<file path="src/caspol_pkg.sv">
//------------------------------------------------------------------------------
// caspol_pkg: shared types and constants for the complex add/sub to polar block
// Holds the CORDIC vector word, kind codes, format constants and the
// arctangent table used by the pipelined vectoring stages.
//------------------------------------------------------------------------------
`default_nettype none

package caspol_pkg;

    // Default configuration of the top level
    localparam int OPERAND_WIDTH_DEF = 16;
    localparam int CORDIC_STEPS_DEF  = 16;

    // Kind codes
    localparam logic [1:0] KIND_A_ONLY = 2'd0;
    localparam logic [1:0] KIND_ADD    = 2'd1;
    localparam logic [1:0] KIND_SUB    = 2'd2;

    // Vector words are aligned so the combined A/B sum MSB sits at bit 37
    localparam int GUARD_TOP = 37;
    localparam int VEC_W     = 40;
    localparam int Z_W       = 26;

    // Output field widths
    localparam int MAG_W = 18;
    localparam int ANG_W = 16;

    // Angle accumulator counts 1/65536 degree
    localparam logic signed [Z_W-1:0] DEG180     = 26'sd11796480;
    localparam logic [23:0]           INV_GAIN   = 24'd10188014;
    localparam logic [MAG_W-1:0]      MAG_MAX    = 18'd262143;
    localparam int                    ANGLE_FULL = 46080;
    localparam int                    ANGLE_HALF = 23040;

    // One CORDIC vector word travelling down the pipeline
    typedef struct packed {
        logic signed [VEC_W-1:0] x;
        logic signed [VEC_W-1:0] y;
        logic signed [Z_W-1:0]   z;
        logic                    zero;
    } caspol_vec_t;

    // atan(2^-idx) in degrees times 65536, rounded to nearest
    function automatic logic signed [Z_W-1:0] atan_deg16(input int idx);
        logic signed [Z_W-1:0] val;
        case (idx)
            0:       val = 26'sd2949120;
            1:       val = 26'sd1740967;
            2:       val = 26'sd919879;
            3:       val = 26'sd466945;
            4:       val = 26'sd234379;
            5:       val = 26'sd117304;
            6:       val = 26'sd58666;
            7:       val = 26'sd29335;
            8:       val = 26'sd14668;
            9:       val = 26'sd7334;
            10:      val = 26'sd3667;
            11:      val = 26'sd1833;
            12:      val = 26'sd917;
            13:      val = 26'sd458;
            14:      val = 26'sd229;
            15:      val = 26'sd115;
            16:      val = 26'sd57;
            17:      val = 26'sd29;
            18:      val = 26'sd14;
            19:      val = 26'sd7;
            20:      val = 26'sd4;
            21:      val = 26'sd2;
            22:      val = 26'sd1;
            default: val = 26'sd0;
        endcase
        return val;
    endfunction

endpackage

`default_nettype wire

</file>
<file path="src/caspol_prep.sv">
//------------------------------------------------------------------------------
// caspol_prep: operand combine and half-plane pre-rotation
// Stage one forms A, A+B or A-B; stage two flags the zero vector, folds the
// left half-plane by 180 degrees and aligns the parts to the vector word.
//------------------------------------------------------------------------------
`default_nettype none

module caspol_prep
    import caspol_pkg::*;
#(
    parameter int OPERAND_WIDTH = OPERAND_WIDTH_DEF
)
(
    input  wire logic                            clk,
    input  wire logic                            rst_n,
    input  wire logic                            en,
    input  wire logic                            in_valid,
    input  wire logic        [1:0]               kind,
    input  wire logic signed [OPERAND_WIDTH-1:0] a_real,
    input  wire logic signed [OPERAND_WIDTH-1:0] a_imag,
    input  wire logic signed [OPERAND_WIDTH-1:0] b_real,
    input  wire logic signed [OPERAND_WIDTH-1:0] b_imag,
    output logic                                 out_valid,
    output caspol_vec_t                          out_vec
);

    localparam int SUM_W = OPERAND_WIDTH + 1;
    localparam int NEG_W = OPERAND_WIDTH + 2;
    localparam int GUARD = GUARD_TOP - OPERAND_WIDTH;

    logic signed [SUM_W-1:0] x1_next;
    logic signed [SUM_W-1:0] y1_next;
    logic signed [SUM_W-1:0] x1_reg;
    logic signed [SUM_W-1:0] y1_reg;
    logic                    v1_reg;

    caspol_vec_t vec_next;
    caspol_vec_t vec_reg;
    logic        v2_reg;

    // Combine operands by kind
    always_comb
    begin
        unique case (kind)
            KIND_ADD:
            begin
                x1_next = SUM_W'(a_real) + SUM_W'(b_real);
                y1_next = SUM_W'(a_imag) + SUM_W'(b_imag);
            end
            KIND_SUB:
            begin
                x1_next = SUM_W'(a_real) - SUM_W'(b_real);
                y1_next = SUM_W'(a_imag) - SUM_W'(b_imag);
            end
            default:
            begin
                x1_next = SUM_W'(a_real);
                y1_next = SUM_W'(a_imag);
            end
        endcase
    end

    // Fold left half-plane and align to the vector word
    always_comb
    begin
        logic signed [NEG_W-1:0] xe;
        logic signed [NEG_W-1:0] ye;
        xe = NEG_W'(x1_reg);
        ye = NEG_W'(y1_reg);
        vec_next.zero = (x1_reg == '0) && (y1_reg == '0);
        vec_next.z    = '0;
        if (x1_reg[SUM_W-1])
        begin
            vec_next.z = y1_reg[SUM_W-1] ? -DEG180 : DEG180;
            xe = -xe;
            ye = -ye;
        end
        vec_next.x = VEC_W'(xe) <<< GUARD;
        vec_next.y = VEC_W'(ye) <<< GUARD;
    end

    // Valid bits
    always_ff @(posedge clk or negedge rst_n)
    begin
        if (!rst_n)
        begin
            v1_reg <= 1'b0;
            v2_reg <= 1'b0;
        end
        else if (en)
        begin
            v1_reg <= in_valid;
            v2_reg <= v1_reg;
        end
    end

    // Payload
    always_ff @(posedge clk)
    begin
        if (en)
        begin
            x1_reg  <= x1_next;
            y1_reg  <= y1_next;
            vec_reg <= vec_next;
        end
    end

    assign out_valid = v2_reg;
    assign out_vec   = vec_reg;

endmodule

`default_nettype wire

</file>
<file path="config.mk">
export PLATFORM = sky130hd
export DESIGN_NAME = caspol_prep
export DESIGN_NICKNAME = d
export VERILOG_FILES = /design/src/caspol_pkg.sv /design/src/caspol_prep.sv
export SDC_FILE = /design/constraint.sdc
export NUM_CORES = 1
export LEC_CHECK = 0
export BUFFER_PORTS_ARGS = -buffer_cell sky130_fd_sc_hd__buf_2
export CORE_MARGIN = 3
export CORE_UTILIZATION = 48
export CTS_CLUSTER_SIZE = 28
export DETAILED_ROUTE_END_ITERATION = 8
export PLACE_DENSITY = 0.78
export SETUP_SLACK_MARGIN = 0.3
export SYNTH_ARGS = -nofsm -noshare
export SYNTH_HDL_FRONTEND = slang
export SYNTH_SLANG_ARGS = --single-unit
export TNS_END_PERCENT = 10
</file>
<file path="constraint.sdc">
create_clock -name clk -period 2.6 [get_ports clk]
set_clock_uncertainty 0.05 [all_clocks]
set_input_delay 0.26 -clock clk [delete_from_list [all_inputs] [get_ports clk]]
set_output_delay 0.26 -clock clk [all_outputs]
set_load 0.01 [all_outputs]
</file>
* Word level (Yosys, flattened, before mapping)
Index checks and enable logic that the tools add are counted.
** Storage, ports and cells
- Register bits after elaboration :: 99
- Output and inout bits :: 108
- Logic and storage cells :: 25
** Cells by class
- Add/subtract/negate cells :: 6
- Equality and inequality tests :: 2
- Mux-type cells :: 5
- Reduce and logical (&&, ||, !) cells :: 3
** Operator list (count)
- $pmux W17 S2 :: 2
- $mux W18 :: 2
- $neg A17 Y18 :: 2
- $add A16 B16 Y17 :: 2
- $logic_not A17 Y1 :: 2
- $sub A16 B16 Y17 :: 2
- $mux W26 :: 1
- $eq A2 B1 Y1 const B :: 1
- $eq A2 B2 Y1 const B :: 1
- $logic_and A1 B1 Y1 :: 1

* Depth between registers and ports, before layout
- Depth after elaboration :: 2
- Depth in mapped cells :: 15
- Mapped depth without buffers :: 14

* Worst setup path before layout
OpenSTA, ideal clock, no wires.
- Path type :: input port to flip-flop
- Start point :: input port kind[0]
- End point :: register x1_reg[13], data pin
- Library setup time :: 0.260 ns
- Arrival time :: 3.132 ns
- Data required time :: 2.290 ns
- Path slack :: -0.843 ns
- Stages on the path :: 13
- Buffers on the path :: 2
- Cells stage by stage :: inv_1 -> ha_1 -> clkbuf_1 -> clkbuf_1 -> mux2i_1 -> ha_1 -> nor2b_1 -> o31ai_1 -> a21oi_1 -> a221o_1 -> o31ai_4 -> xnor2_1 -> mux2_4
** Between the ends
- Word-level cells in the longest chain between the ends :: 2
** RTL lines
- from (decl) :: line caspol_prep.sv:18 : input wire logic [1:0] kind,
- $eq A2 B2 Y1 / $eq A2 B1 Y1 (equally long branches) :: line caspol_prep.sv:44 : unique case (kind)
- $pmux W17 S2 (*) :: line caspol_prep.sv:44
- via x1_next[13] :: line caspol_prep.sv:31 : logic signed [SUM_W-1:0] x1_next;
- to (signal assigned) :: line caspol_prep.sv:102 : x1_reg <= x1_next;
- to (decl) :: line caspol_prep.sv:33 : logic signed [SUM_W-1:0] x1_reg;
Mark *: on every way through the listed nets, which the timed path passes. The rest lies on a longest branch.
A chain may end at the register's enable or synchronous reset.

* Final worst setup path
- Start point :: input port kind[0]
- End point :: register x1_reg[15], data pin
Same word-level chain as after synthesis.

==> summary.txt <==
Cells on Worst Hold Path -> 2
Syn Area/Cell -> 9.47 um2
final setup fails -> 10
Synth Flop Type -> edfxtp_1
Critical Path Source -> kind[0]
dpl cell area -> 7660 um2
Pleak -> 3.76 nW
placed cell count -> 1041
violated checks -> setup timing
WP data required -> 2.62 ns
CTS buffer count -> 9
Seq pwr share -> 36.9%
Place WS -> -0.618 ns
clock share of power -> 21.4%
smallest hold slack -> 0.125 ns
most common cell after layout, fill and taps aside -> buf_4
FMAX -> 355 MHz
Initial Util -> 50.2%
# diodes -> 0
#FFs+latches synth -> 76
Crit. End Element -> register
Critical Path AT -> 2.84 ns
worst path cell trace -> buf_6 -> inv_12 -> ha_4 -> buf_4 -> inv_2 -> o31ai_4 -> xor2_1 -> ha_1 -> a21o_1 -> o21bai_1 -> a21o_1 -> a221o_1 -> buf_6 -> a221oi_4 -> xor2_1 -> o21ai_1
Layout area overhead -> 38.8%
initial antenna violation count -> 0
mux cell area share after synthesis -> 1.65%
HPWL Detailed -> 11500 um
Ys Warns -> 0
Power Density -> 568 nW/um2
share of cells above drive strength 1 -> 39.5%
CP startpoint kind -> input port
total iterations of the first detailed-routing run -> 6
Slowest-stage cell, CP -> a221o_1
first-pass GRT wire length -> 23900 um
Worst Setup Path Type -> in2reg
RR Startpoint -> x1_reg[0]
Final Cycle Share -> 108%
HP Start -> in_valid
GR Overflow Total -> 0
initial DRC count -> 395
Rows -> 40
Clock Tree Buf Depth -> 2
Worst slew margin -> 55.5%
io pins -> 178
TritonCTS clock tree -> built
adder-cell share of the synthesized area -> 8.58%
Comb power frac -> 41.6%
Compound-Gate Fraction of Synth Area -> 16.5%
via count -> 5506
number of flip-flops in the largest register -> 40
r2r endpoint -> out_vec[104]
Int Pwr -> 3.28 mW
die area -> 14200 um2
Tmin final -> 2.82 ns
Slew @ Worst Pin -> 0.668 ns
Core ar. -> 12300 um2
gr usage total -> 20.2%
synthesized cell area -> 6150 um2
Net count, final -> 1014
switching share of power -> 32.5%
Design Area, Final -> 8540 um2
Die W -> 119 um
DR WL/cell -> 14.2 um
total wire length -> 15200 um
PnR worst setup slack -> -0.218 ns
clk sinks -> 76
Synth area leader -> edfxtp_1
Worst path max stage delay -> 0.40 ns
# port buffers -> 117
vias in the first global route -> 5199
die height -> 119 um
setup_tns -> -0.942 ns
Yosys cell types -> 66
largest family of logic cells by synthesized area -> compound AO/OA/AOI/OAI gates
total power -> 4.85 mW
number of H-tree levels -> 3
Hold Crit Class -> in2reg
RSZ-0062 raised after global routing -> true
status -> complete, but fails checks
Finished Layout Cells -> 1076
Final Hold Viols -> 0
Post-Syn Instances -> 650
pin count of the biggest net entering global routing -> 44
fraction of the yosys area taken by sequential cells -> 36.9%
Reg2Reg Setup Slack -> -0.07 ns
Reg2Reg Depth -> 9
top cells by area, synth -> edfxtp_1 36%, xnor2_1 9.4%, buf_4 8.2%
antenna viol nets, final -> 0
Post-Synth Simple-Gate Area -> 14.0%
ys async rst share -> 2.63%
WHS Endpoint -> v1_reg
CTS root buf -> clkbuf_16
gp weighted congestion -> 0.913
via-per-instance ratio -> 5.12
Max VDD drop -> 0.324 mV
XOR/XNOR Fraction of Synth Area -> 11.7%
CP Max Fanout -> 7
clk slew on worst S/H paths -> 0.05 ns
commonest non-fill, non-tap cells in the layout -> 137 x buf_4, 107 x buf_2, 74 x edfxtp_1
clock latency on the worst-skew pair -> 0.33 ns
share of the synthesized area in the top cell type -> 36.1%
Max Cap Viol -> 0
EDFF count, synth -> 74
P_sw -> 1.58 mW
DRC Markers -> 0
Pins Over Slew Limit -> 0
Core Util, Final -> 69.7%
cells in the mapped netlist, types with 7 or more instances:
library cell  number
xor2_1            16
nor3_1            17
ha_1              39
nand3_1           10
buf_4             67
clkbuf_1          14
a21oi_1           48
nand2_1           64
o21a_1             7
nor2_1            33
nor2b_1            7
a21o_1            10
o21ai_0           52
inv_1             24
xnor2_1           66
edfxtp_1          74
how the worst max path moves through the flow:
stage	to	slack (ns)	depth (start not counted)
2_1_floorplan	x1_reg[13]	-0.39	14
3_3_place_gp	x1_reg[13]	-0.53	15
3_5_place_dp	x1_reg[13]	-0.62	15
4_1_cts	x1_reg[15]	-0.15	16
5_1_grt	x1_reg[15]	-0.31	14
6_report	x1_reg[15]	-0.22	16
routing by layer:
layer / share of wire (%) / GRT usage [%] / up-vias
li1: - / - / 2713
met1: 44 / 27.3 / 2522
met2: 47 / 33.1 / 234
met3: 7.1 / 2.42 / 37
met4: 2.7 / 8.33 / 0
met5: 0 / 0 / -
cell families after synthesis:
| family | Yosys count |
|---|---|
| other cells | 1 |
| buf+inv | 107 |
| xor+xnor | 82 |
| simple gates | 175 |
| fa+ha+maj | 41 |
| mux | 9 |
| flops | 76 |
| compound gates | 159 |
critical path: cells and delay by family:
kind	cells	cell delay (ns)
buffers and inverters	5	0.54
AO/OA/AOI/OAI	7	1.30
adder cells (fa/ha/maj)	2	0.41
XOR/XNOR	2	0.33
power by group through the flow:
stage | logic (mW) | registers [mW] | clock network, mW
after CTS | 1.89 | 1.78 | 1.07
after global routing | 2.21 | 1.82 | 1.13
after detailed placement | 1.80 | 1.80 | 0
after floorplan | 1.11 | 1.84 | 0
final | 2.02 | 1.79 | 1.04
after global placement | 1.75 | 1.79 | 0
timing repair:
item	CTS	global route
setup buffers	11	7
setup endpoints to repair	28	31
pin swaps	37	58
hold endpoints to repair	2	0
hold buffers	1	0
resized for setup	61	61
cloned	0	0
final cells by class:
type | instances | area (um2)
multi-input cells | 527 | 3860
fillers | 892 | 3720
flip-flops and latches | 76 | 2270
repair buffers | 265 | 1830
clock buffers | 12 | 236
well taps | 168 | 210
inverters | 24 | 115
clock inverters | 4 | 16.3
No activity file was read; power rests on OpenSTA's default activity.
