[config.mk]
export PLATFORM = sky130hd
export DESIGN_NAME = caspol_post
export DESIGN_NICKNAME = d
export VERILOG_FILES = /design/src/caspol_pkg.sv /design/src/caspol_post.sv
export SDC_FILE = /design/constraint.sdc
export NUM_CORES = 1
export LEC_CHECK = 0
export ABC_AREA = 1
export ABC_CLOCK_PERIOD_IN_PS = 3000
export BUFFER_PORTS_ARGS = -buffer_cell sky130_fd_sc_hd__clkbuf_2
export CAP_MARGIN = 10
export CORE_UTILIZATION = 65
export CTS_BUF_LIST = sky130_fd_sc_hd__clkbuf_16
export DETAILED_ROUTE_END_ITERATION = 12
export PLACE_DENSITY = 0.84
export SLEW_MARGIN = 5
export SYNTH_ARGS = -nofsm -noshare
export SYNTH_HDL_FRONTEND = slang
export SYNTH_SLANG_ARGS = --single-unit
[constraint.sdc]
create_clock -name clk -period 3 [get_ports clk]
set_clock_uncertainty 0.15 [all_clocks]
set_input_delay 0.15 -clock clk [delete_from_list [all_inputs] [get_ports clk]]
set_output_delay 0.15 -clock clk [all_outputs]
set_load 0.05 [all_outputs]
[src/caspol_pkg.sv]
//------------------------------------------------------------------------------
// caspol_pkg: shared types and constants for the complex add/sub to polar block
// Holds the CORDIC vector word, kind codes, format constants and the
// arctangent table used by the pipelined vectoring stages.
//------------------------------------------------------------------------------
`default_nettype none

package caspol_pkg;

    // Default configuration of the top level
    localparam int OPERAND_WIDTH_DEF = 16;
    localparam int CORDIC_STEPS_DEF  = 16;

    // Kind codes
    localparam logic [1:0] KIND_A_ONLY = 2'd0;
    localparam logic [1:0] KIND_ADD    = 2'd1;
    localparam logic [1:0] KIND_SUB    = 2'd2;

    // Vector words are aligned so the combined A/B sum MSB sits at bit 37
    localparam int GUARD_TOP = 37;
    localparam int VEC_W     = 40;
    localparam int Z_W       = 26;

    // Output field widths
    localparam int MAG_W = 18;
    localparam int ANG_W = 16;

    // Angle accumulator counts 1/65536 degree
    localparam logic signed [Z_W-1:0] DEG180     = 26'sd11796480;
    localparam logic [23:0]           INV_GAIN   = 24'd10188014;
    localparam logic [MAG_W-1:0]      MAG_MAX    = 18'd262143;
    localparam int                    ANGLE_FULL = 46080;
    localparam int                    ANGLE_HALF = 23040;

    // One CORDIC vector word travelling down the pipeline
    typedef struct packed {
        logic signed [VEC_W-1:0] x;
        logic signed [VEC_W-1:0] y;
        logic signed [Z_W-1:0]   z;
        logic                    zero;
    } caspol_vec_t;

    // atan(2^-idx) in degrees times 65536, rounded to nearest
    function automatic logic signed [Z_W-1:0] atan_deg16(input int idx);
        logic signed [Z_W-1:0] val;
        case (idx)
            0:       val = 26'sd2949120;
            1:       val = 26'sd1740967;
            2:       val = 26'sd919879;
            3:       val = 26'sd466945;
            4:       val = 26'sd234379;
            5:       val = 26'sd117304;
            6:       val = 26'sd58666;
            7:       val = 26'sd29335;
            8:       val = 26'sd14668;
            9:       val = 26'sd7334;
            10:      val = 26'sd3667;
            11:      val = 26'sd1833;
            12:      val = 26'sd917;
            13:      val = 26'sd458;
            14:      val = 26'sd229;
            15:      val = 26'sd115;
            16:      val = 26'sd57;
            17:      val = 26'sd29;
            18:      val = 26'sd14;
            19:      val = 26'sd7;
            20:      val = 26'sd4;
            21:      val = 26'sd2;
            22:      val = 26'sd1;
            default: val = 26'sd0;
        endcase
        return val;
    endfunction

endpackage

`default_nettype wire

[src/caspol_post.sv]
//------------------------------------------------------------------------------
// caspol_post: gain removal, rounding and angle wrap
// Stage one takes two partial products of x times the inverse gain and rounds
// the angle; stage two sums, rounds and saturates the magnitude, wraps the
// angle into (-180, 180] and holds the output word.
//------------------------------------------------------------------------------
`default_nettype none

module caspol_post
    import caspol_pkg::*;
#(
    parameter int OPERAND_WIDTH = OPERAND_WIDTH_DEF
)
(
    input  wire logic               clk,
    input  wire logic               rst_n,
    input  wire logic               en,
    input  wire logic               in_valid,
    input  wire caspol_vec_t        in_vec,
    output logic                    out_valid,
    output logic        [MAG_W-1:0] magnitude,
    output logic signed [ANG_W-1:0] angle,
    output logic                    zero_vector
);

    localparam int GUARD     = GUARD_TOP - OPERAND_WIDTH;
    localparam int MAG_SHIFT = 24 + GUARD - 8;
    localparam int LO_W      = 20;
    localparam int HI_W      = VEC_W - 1 - LO_W;
    localparam int PLO_W     = LO_W + 24;
    localparam int PHI_W     = HI_W + 24;
    localparam int PROD_W    = 64;
    localparam int ANGR_W    = Z_W - 8;

    localparam logic signed [ANGR_W-1:0] ANG_HI   = ANGR_W'(ANGLE_HALF);
    localparam logic signed [ANGR_W-1:0] ANG_LO   = -ANGR_W'(ANGLE_HALF);
    localparam logic signed [ANGR_W-1:0] ANG_WRAP = ANGR_W'(ANGLE_FULL);

    logic        [PLO_W-1:0]  plo_reg;
    logic        [PHI_W-1:0]  phi_reg;
    logic signed [ANGR_W-1:0] angr_reg;
    logic                     zero_reg;
    logic                     v1_reg;

    logic signed [ANGR_W-1:0] angr_next;

    logic        [MAG_W-1:0]  mag_next;
    logic signed [ANG_W-1:0]  ang_next;
    logic        [MAG_W-1:0]  mag_reg;
    logic signed [ANG_W-1:0]  ang_reg;
    logic                     zv_reg;
    logic                     v2_reg;

    // Round angle half up from 1/65536 to 1/128 degree
    always_comb
    begin
        logic signed [Z_W:0] zr;
        zr        = (Z_W + 1)'(in_vec.z) + (Z_W + 1)'(256);
        angr_next = ANGR_W'(zr >>> 9);
    end

    // Sum partial products, round, saturate and wrap
    always_comb
    begin
        logic [PROD_W-1:0]        prod;
        logic [PROD_W-1:0]        mag_wide;
        logic signed [ANGR_W-1:0] aw;
        prod = (PROD_W'(phi_reg) << LO_W) + PROD_W'(plo_reg)
             + (PROD_W'(1) << (MAG_SHIFT - 1));
        mag_wide = prod >> MAG_SHIFT;
        if (mag_wide > PROD_W'(MAG_MAX))
        begin
            mag_next = MAG_MAX;
        end
        else
        begin
            mag_next = mag_wide[MAG_W-1:0];
        end
        aw = angr_reg;
        if (angr_reg > ANG_HI)
        begin
            aw = angr_reg - ANG_WRAP;
        end
        else if (angr_reg <= ANG_LO)
        begin
            aw = angr_reg + ANG_WRAP;
        end
        ang_next = aw[ANG_W-1:0];
        if (zero_reg)
        begin
            mag_next = '0;
            ang_next = '0;
        end
    end

    always_ff @(posedge clk or negedge rst_n)
    begin
        if (!rst_n)
        begin
            v1_reg <= 1'b0;
            v2_reg <= 1'b0;
        end
        else if (en)
        begin
            v1_reg <= in_valid;
            v2_reg <= v1_reg;
        end
    end

    // Partial products and output word
    always_ff @(posedge clk)
    begin
        if (en)
        begin
            plo_reg  <= PLO_W'(in_vec.x[LO_W-1:0]) * PLO_W'(INV_GAIN);
            phi_reg  <= PHI_W'(in_vec.x[VEC_W-2:LO_W]) * PHI_W'(INV_GAIN);
            angr_reg <= angr_next;
            zero_reg <= in_vec.zero;
            mag_reg  <= mag_next;
            ang_reg  <= ang_next;
            zv_reg   <= zero_reg;
        end
    end

    assign out_valid   = v2_reg;
    assign magnitude   = mag_reg;
    assign angle       = ang_reg;
    assign zero_vector = zv_reg;

endmodule

`default_nettype wire

==> results of run 1 <==
-- metal layers --
metal / track usage (%) / GRT overflow
met3: 75.31 / 17
met4: 84.84 / 132
met2: 97.57 / 186
met1: 82.84 / 15
met5: 61.30 / 3
-- cells by family after synthesis --
| logic type | Yosys count | share of synthesized area (%) |
|---|---|---|
| and+or+nand+nor | 759 | 13.21 |
| DFF | 121 | 14.44 |
| adders and majority gates | 787 | 50.79 |
| xor gates and xnor gates | 90 | 3.141 |
| AOI/OAI and AO/OA | 259 | 5.979 |
| buffers and inverters | 825 | 12.44 |
-- through the flow --
step	instance area (um2)	hold slack, ns	utilization, %	setup TNS [ns]
after floorplan	26120	-0.2956	-	-101.09
after global placement	30950	-0.2149	81.78	-137.14
after detailed placement	30950	-0.2112	81.78	-141.91
after CTS	33450	0.01533	88.40	-110.67
-- what timing repair did --
item,CTS
hold buffers,20
endpoints found under the hold margin,20
pin swaps,146
setup buffers,29
resized for setup,300
endpoints found under the setup margin,78
==> results.sh, run 1 <==
export IMPL_gp_routability_congestion=1.043
export IMPL_ys_flop_type="edfxtp_1"
export IMPL_synth_edf_count=119
export IMPL_clock_root_buffer="clkbuf_16"
export IMPL_synth_most_common_cell="inv_1"
export IMPL_grt_start_max_net_pins=56
export IMPL_yosys_area_top_type_share_pct=30.80
export IMPL_ios=147
export IMPL_h_tree_depth=4
export IMPL_start_util_pct=66.31
export IMPL_synthArstFlopShare_pct=1.653
export IMPL_yosysTopAreaCell="fa_1"
export IMPL_overflow=353
export IMPL_ys_top_cells_by_count="805 x inv_1, 402 x nand2_1, 401 x ha_1"
export IMPL_clock_path_buffers=2
export IMPL_pre_cts_ws_ns=-2.876
export IMPL_syn_area_um2=25090
export IMPL_synth_seq_cells=121
export IMPL_error_line="[ERROR GRT-0232] Routing congestion too high. Check the congestion heatmap in the GUI."
export IMPL_fp_row_count=71
export IMPL_synthCells=2841
export IMPL_post_dp_hpwl_um=65530
export IMPL_synthTopCellsByArea="fa_1 31%, ha_1 20%, edfxtp_1 14%"
export IMPL_worstEndpointType="sequential cell input"
export IMPL_cts_buffers=17
export IMPL_portBuffers=97
export IMPL_track_usage_pct=85.05
export IMPL_fp_dieW_um=198.5
export IMPL_ys_seq_area_share_pct=14.44
export IMPL_die_height_um=198.5
export IMPL_cts_sinks=121
export IMPL_status="stopped before the end"
export IMPL_synth_area_per_cell_um2=8.832
export IMPL_placed_cells=3936
export IMPL_ys_warn_count=0
export IMPL_postGrtWorstEndpoint="plo_reg[41]$_DFFE_PP_/D"
export IMPL_stop_stage="5_1_grt"
export IMPL_syn_nets=3739
export IMPL_netlist_cell_type_count=48
==> run 2, diff against run 1 <==
--- a/config.mk
+++ b/config.mk
@@ -9,10 +9,9 @@
 export ABC_CLOCK_PERIOD_IN_PS = 3000
 export BUFFER_PORTS_ARGS = -buffer_cell sky130_fd_sc_hd__clkbuf_2
 export CAP_MARGIN = 10
-export CORE_UTILIZATION = 65
-export CTS_BUF_LIST = sky130_fd_sc_hd__clkbuf_16
+export CORE_UTILIZATION = 40
 export DETAILED_ROUTE_END_ITERATION = 12
-export PLACE_DENSITY = 0.84
+export PLACE_DENSITY_LB_ADDON = 0.15
 export SLEW_MARGIN = 5
 export SYNTH_ARGS = -nofsm -noshare
 export SYNTH_HDL_FRONTEND = slang
==> run 2 against run 1 <==
  * Synthesized cell count unchanged
  * Synthesized area unchanged
  * The flow now finishes, with violations (setup timing)
==> results.sh, run 2 <==
export IMPL_period_share_pct=176.3
export IMPL_n_fill_cell=5316
export IMPL_relSlewSlack_pct=56.31
export IMPL_vias=20794
export IMPL_fp_coreArea_um2=61830
export IMPL_reg2reg_depth=17
export IMPL_reg2reg_from="plo_reg[41]"
export IMPL_fin_nets=4460
export IMPL_clock_path_buffers=2
export IMPL_critPathLaunchType="input port"
export IMPL_maxCapViolations=0
export IMPL_start_util_pct=40.59
export IMPL_synth_fa_ha_area_share_pct=50.79
export IMPL_drc=0
export IMPL_critPathRequiredTime_ns=3.03
export IMPL_cts_buffers=17
export IMPL_hold_path_startpoint="in_vec[9]"
export IMPL_end_kind="flip-flop"
export IMPL_synthTopCellsByArea="fa_1 31%, ha_1 20%, edfxtp_1 14%"
export IMPL_grt_pass1_wl_um=119800
export IMPL_slowest_delay_ns=0.60
export IMPL_synth_seq_cells=121
export IMPL_clock_latency_ns=0.43
export IMPL_portBuffers=97
export IMPL_yosys_area_share_xor_xnor_pct=3.141
export IMPL_worst_path_max_delay_cell="fa_2"
export IMPL_ys_warn_count=0
export IMPL_synth_mux_area_share_pct=0
export IMPL_fmaxAchievable_ghz=0.1891
export IMPL_status="finished, violations left"
export IMPL_ys_flop_type="edfxtp_1"
export IMPL_crit_start="in_vec[84]"
export IMPL_drtAntennaViolNets=0
export IMPL_yosysTopAreaCell="fa_1"
export IMPL_rsz0062_at_grt="yes"
export IMPL_tightest_slew_ns=0.6547
export IMPL_finalSetupViolCount=59
export IMPL_violations="setup timing"
export IMPL_via_per_inst=4.715
export IMPL_ys_top_cells_by_count="805 x inv_1, 402 x nand2_1, 401 x ha_1"
export IMPL_largest_reg_flops=42
export IMPL_synth_most_common_cell="inv_1"
export IMPL_syn_to_final_growth_pct=44.89
export IMPL_grt_start_max_net_pins=50
export IMPL_synthCells=2841
export IMPL_ios=147
export IMPL_synth_simple_area_share_pct=13.21
export IMPL_gp_routability_congestion=0.9336
export IMPL_clock_root_buffer="clkbuf_16"
export IMPL_path_max_fanout=4
export IMPL_grt_pass1_vias=22006
export IMPL_netlist_cell_type_count=48
export IMPL_post_dp_hpwl_um=67200
export IMPL_hold_depth=3
export IMPL_multiInputGateArea_um2=22270
export IMPL_final_cell_mix="717 x inv_1, 507 x buf_4, 335 x fa_1"
export IMPL_track_usage_pct=24.52
export IMPL_cts_sinks=121
export IMPL_cp_arrival_ns=5.32
export IMPL_final_max_slew_viol_count=0
export IMPL_wl_um=77380
export IMPL_mostFrequentLayoutCell="inv_1"
export IMPL_ys_seq_area_share_pct=14.44
export IMPL_synth_area_per_cell_um2=8.832
export IMPL_synth_top_family_by_area="adder cells"
export IMPL_crit_path_frequent_cell="fa_1"
export IMPL_setup_ws_ns=-2.289
export IMPL_dr_pass1_iters=5
export IMPL_cts_tree="yes"
export IMPL_critical_path_cell_chain="clkbuf_16 -> fa_2 -> fa_2 -> fa_2 -> fa_1 -> fa_1 -> fa_1 -> inv_1 -> fa_1 -> inv_2 -> ha_4 -> nand2_4 -> nor2_4 -> nand2_2 -> nor4_4 -> a21oi_2 -> o21bai_1 -> nand2_1 -> nand3_2 -> nand2_1"
export IMPL_fin_tns_setup_ns=-108.57
export IMPL_criticalPathCategory="in -> reg"
export IMPL_diodes=0
export IMPL_syn_area_um2=25090
export IMPL_synth_edf_count=119
export IMPL_synth_compound_area_share_pct=5.979
export IMPL_finalWorstPathRequiredPeriod_ns=5.289
export IMPL_hold_viol_final=0
export IMPL_dieArea_um2=63740
export IMPL_clk_pin_slew_worst_paths_ns=0.05
export IMPL_die_height_um=252.5
export IMPL_seqCellArea_um2=3623
export IMPL_hp_class="in -> reg"
export IMPL_drive_gt1_share_pct=39.29
export IMPL_fp_dieW_um=252.5
export IMPL_syn_nets=3739
export IMPL_overflow=0
export IMPL_yosys_area_top_type_share_pct=30.80
export IMPL_drtIter0Drc=992
export IMPL_h_tree_depth=4
export IMPL_wl_per_cell_um=17.55
export IMPL_fp_row_count=91
export IMPL_synthArstFlopShare_pct=1.653
export IMPL_antenna_found_initial=0
[run 2: cell counts after synthesis]
No cell type changed its count.
[run 2: worst max-delay path, delay by kind of cell]
kind	cells	cell delay [ns]
compound gates	2	0.31
simple gates	7	0.77
buf+inv	3	0.23
fa+ha+maj	8	3.86
[run 2: cell families (layout without fill, tap and decap cells)]
kind of cell / after synthesis / in the layout
AO/OA/AOI/OAI: 259 / 259
XOR/XNOR: 90 / 90
adder cells (fa/ha/maj): 787 / 787
buffers and inverters: 825 / 1557
flip-flops: 121 / 121
AND/OR/NAND/NOR: 759 / 759
[run 2: through the flow]
step / util, % / setup slack (ns) / area (um2) / hold slack (ns) / instances
after floorplan: - / -2.353 / 26120 / -0.2956 / 2841
after global placement: 51.05 / -2.943 / 31560 / -0.2156 / 4283
after detailed placement: 51.05 / -2.985 / 31560 / -0.2127 / 4283
after CTS: 55.54 / -2.219 / 34340 / 0.01997 / 4372
after global routing: 58.80 / -2.462 / 36360 / 0.08487 / 4410
final: 58.80 / -2.289 / 36360 / 0.06826 / 4410
[run 2: worst paths after layout]
check | endpoint | slack [ns]
hold / removal | angr_reg[2] | 0.07
setup reg to reg | magnitude[2] | 0.09
min in group asynchronous | out_valid | 0.47
max in group asynchronous | v1_reg | 2.11
setup / recovery | plo_reg[36] | -2.29
hold reg to reg | out_valid | 0.40
[run 2: final cells by class]
cell class / count / area share, %
clock buffers: 17 / 1.170
clock inverters: 13 / 0.4095
inverters: 819 / 8.463
multi-input cells: 1895 / 61.25
flip-flops and latches: 121 / 9.967
well taps: 837 / 2.881
repair buffers: 708 / 15.86
[run 2: timing repair]
| item | in CTS | in global routing |
|---|---|---|
| resized for setup | 348 | 367 |
| pin swaps | 181 | 252 |
| hold endpoints to repair | 22 | 0 |
| setup buffers | 53 | 41 |
| setup endpoints to repair | 78 | 78 |
| gates cloned | 0 | 2 |
| hold buffers | 23 | 0 |
[run 2: per-layer routing]
layer / vias to the layer above / part of all wire (%) / global-route usage, %
li1: 10221 / - / -
met1: 10070 / 49 / 36.33
met2: 431 / 44 / 37.67
met3: 72 / 5.2 / 4.614
met4: 0 / 1.3 / 3.619
met5: - / 0 / 0
Power of run 2 is left out: the tool's default activity adds up to more than one toggle a clock period on the data nets, which glitch-free logic cannot reach.
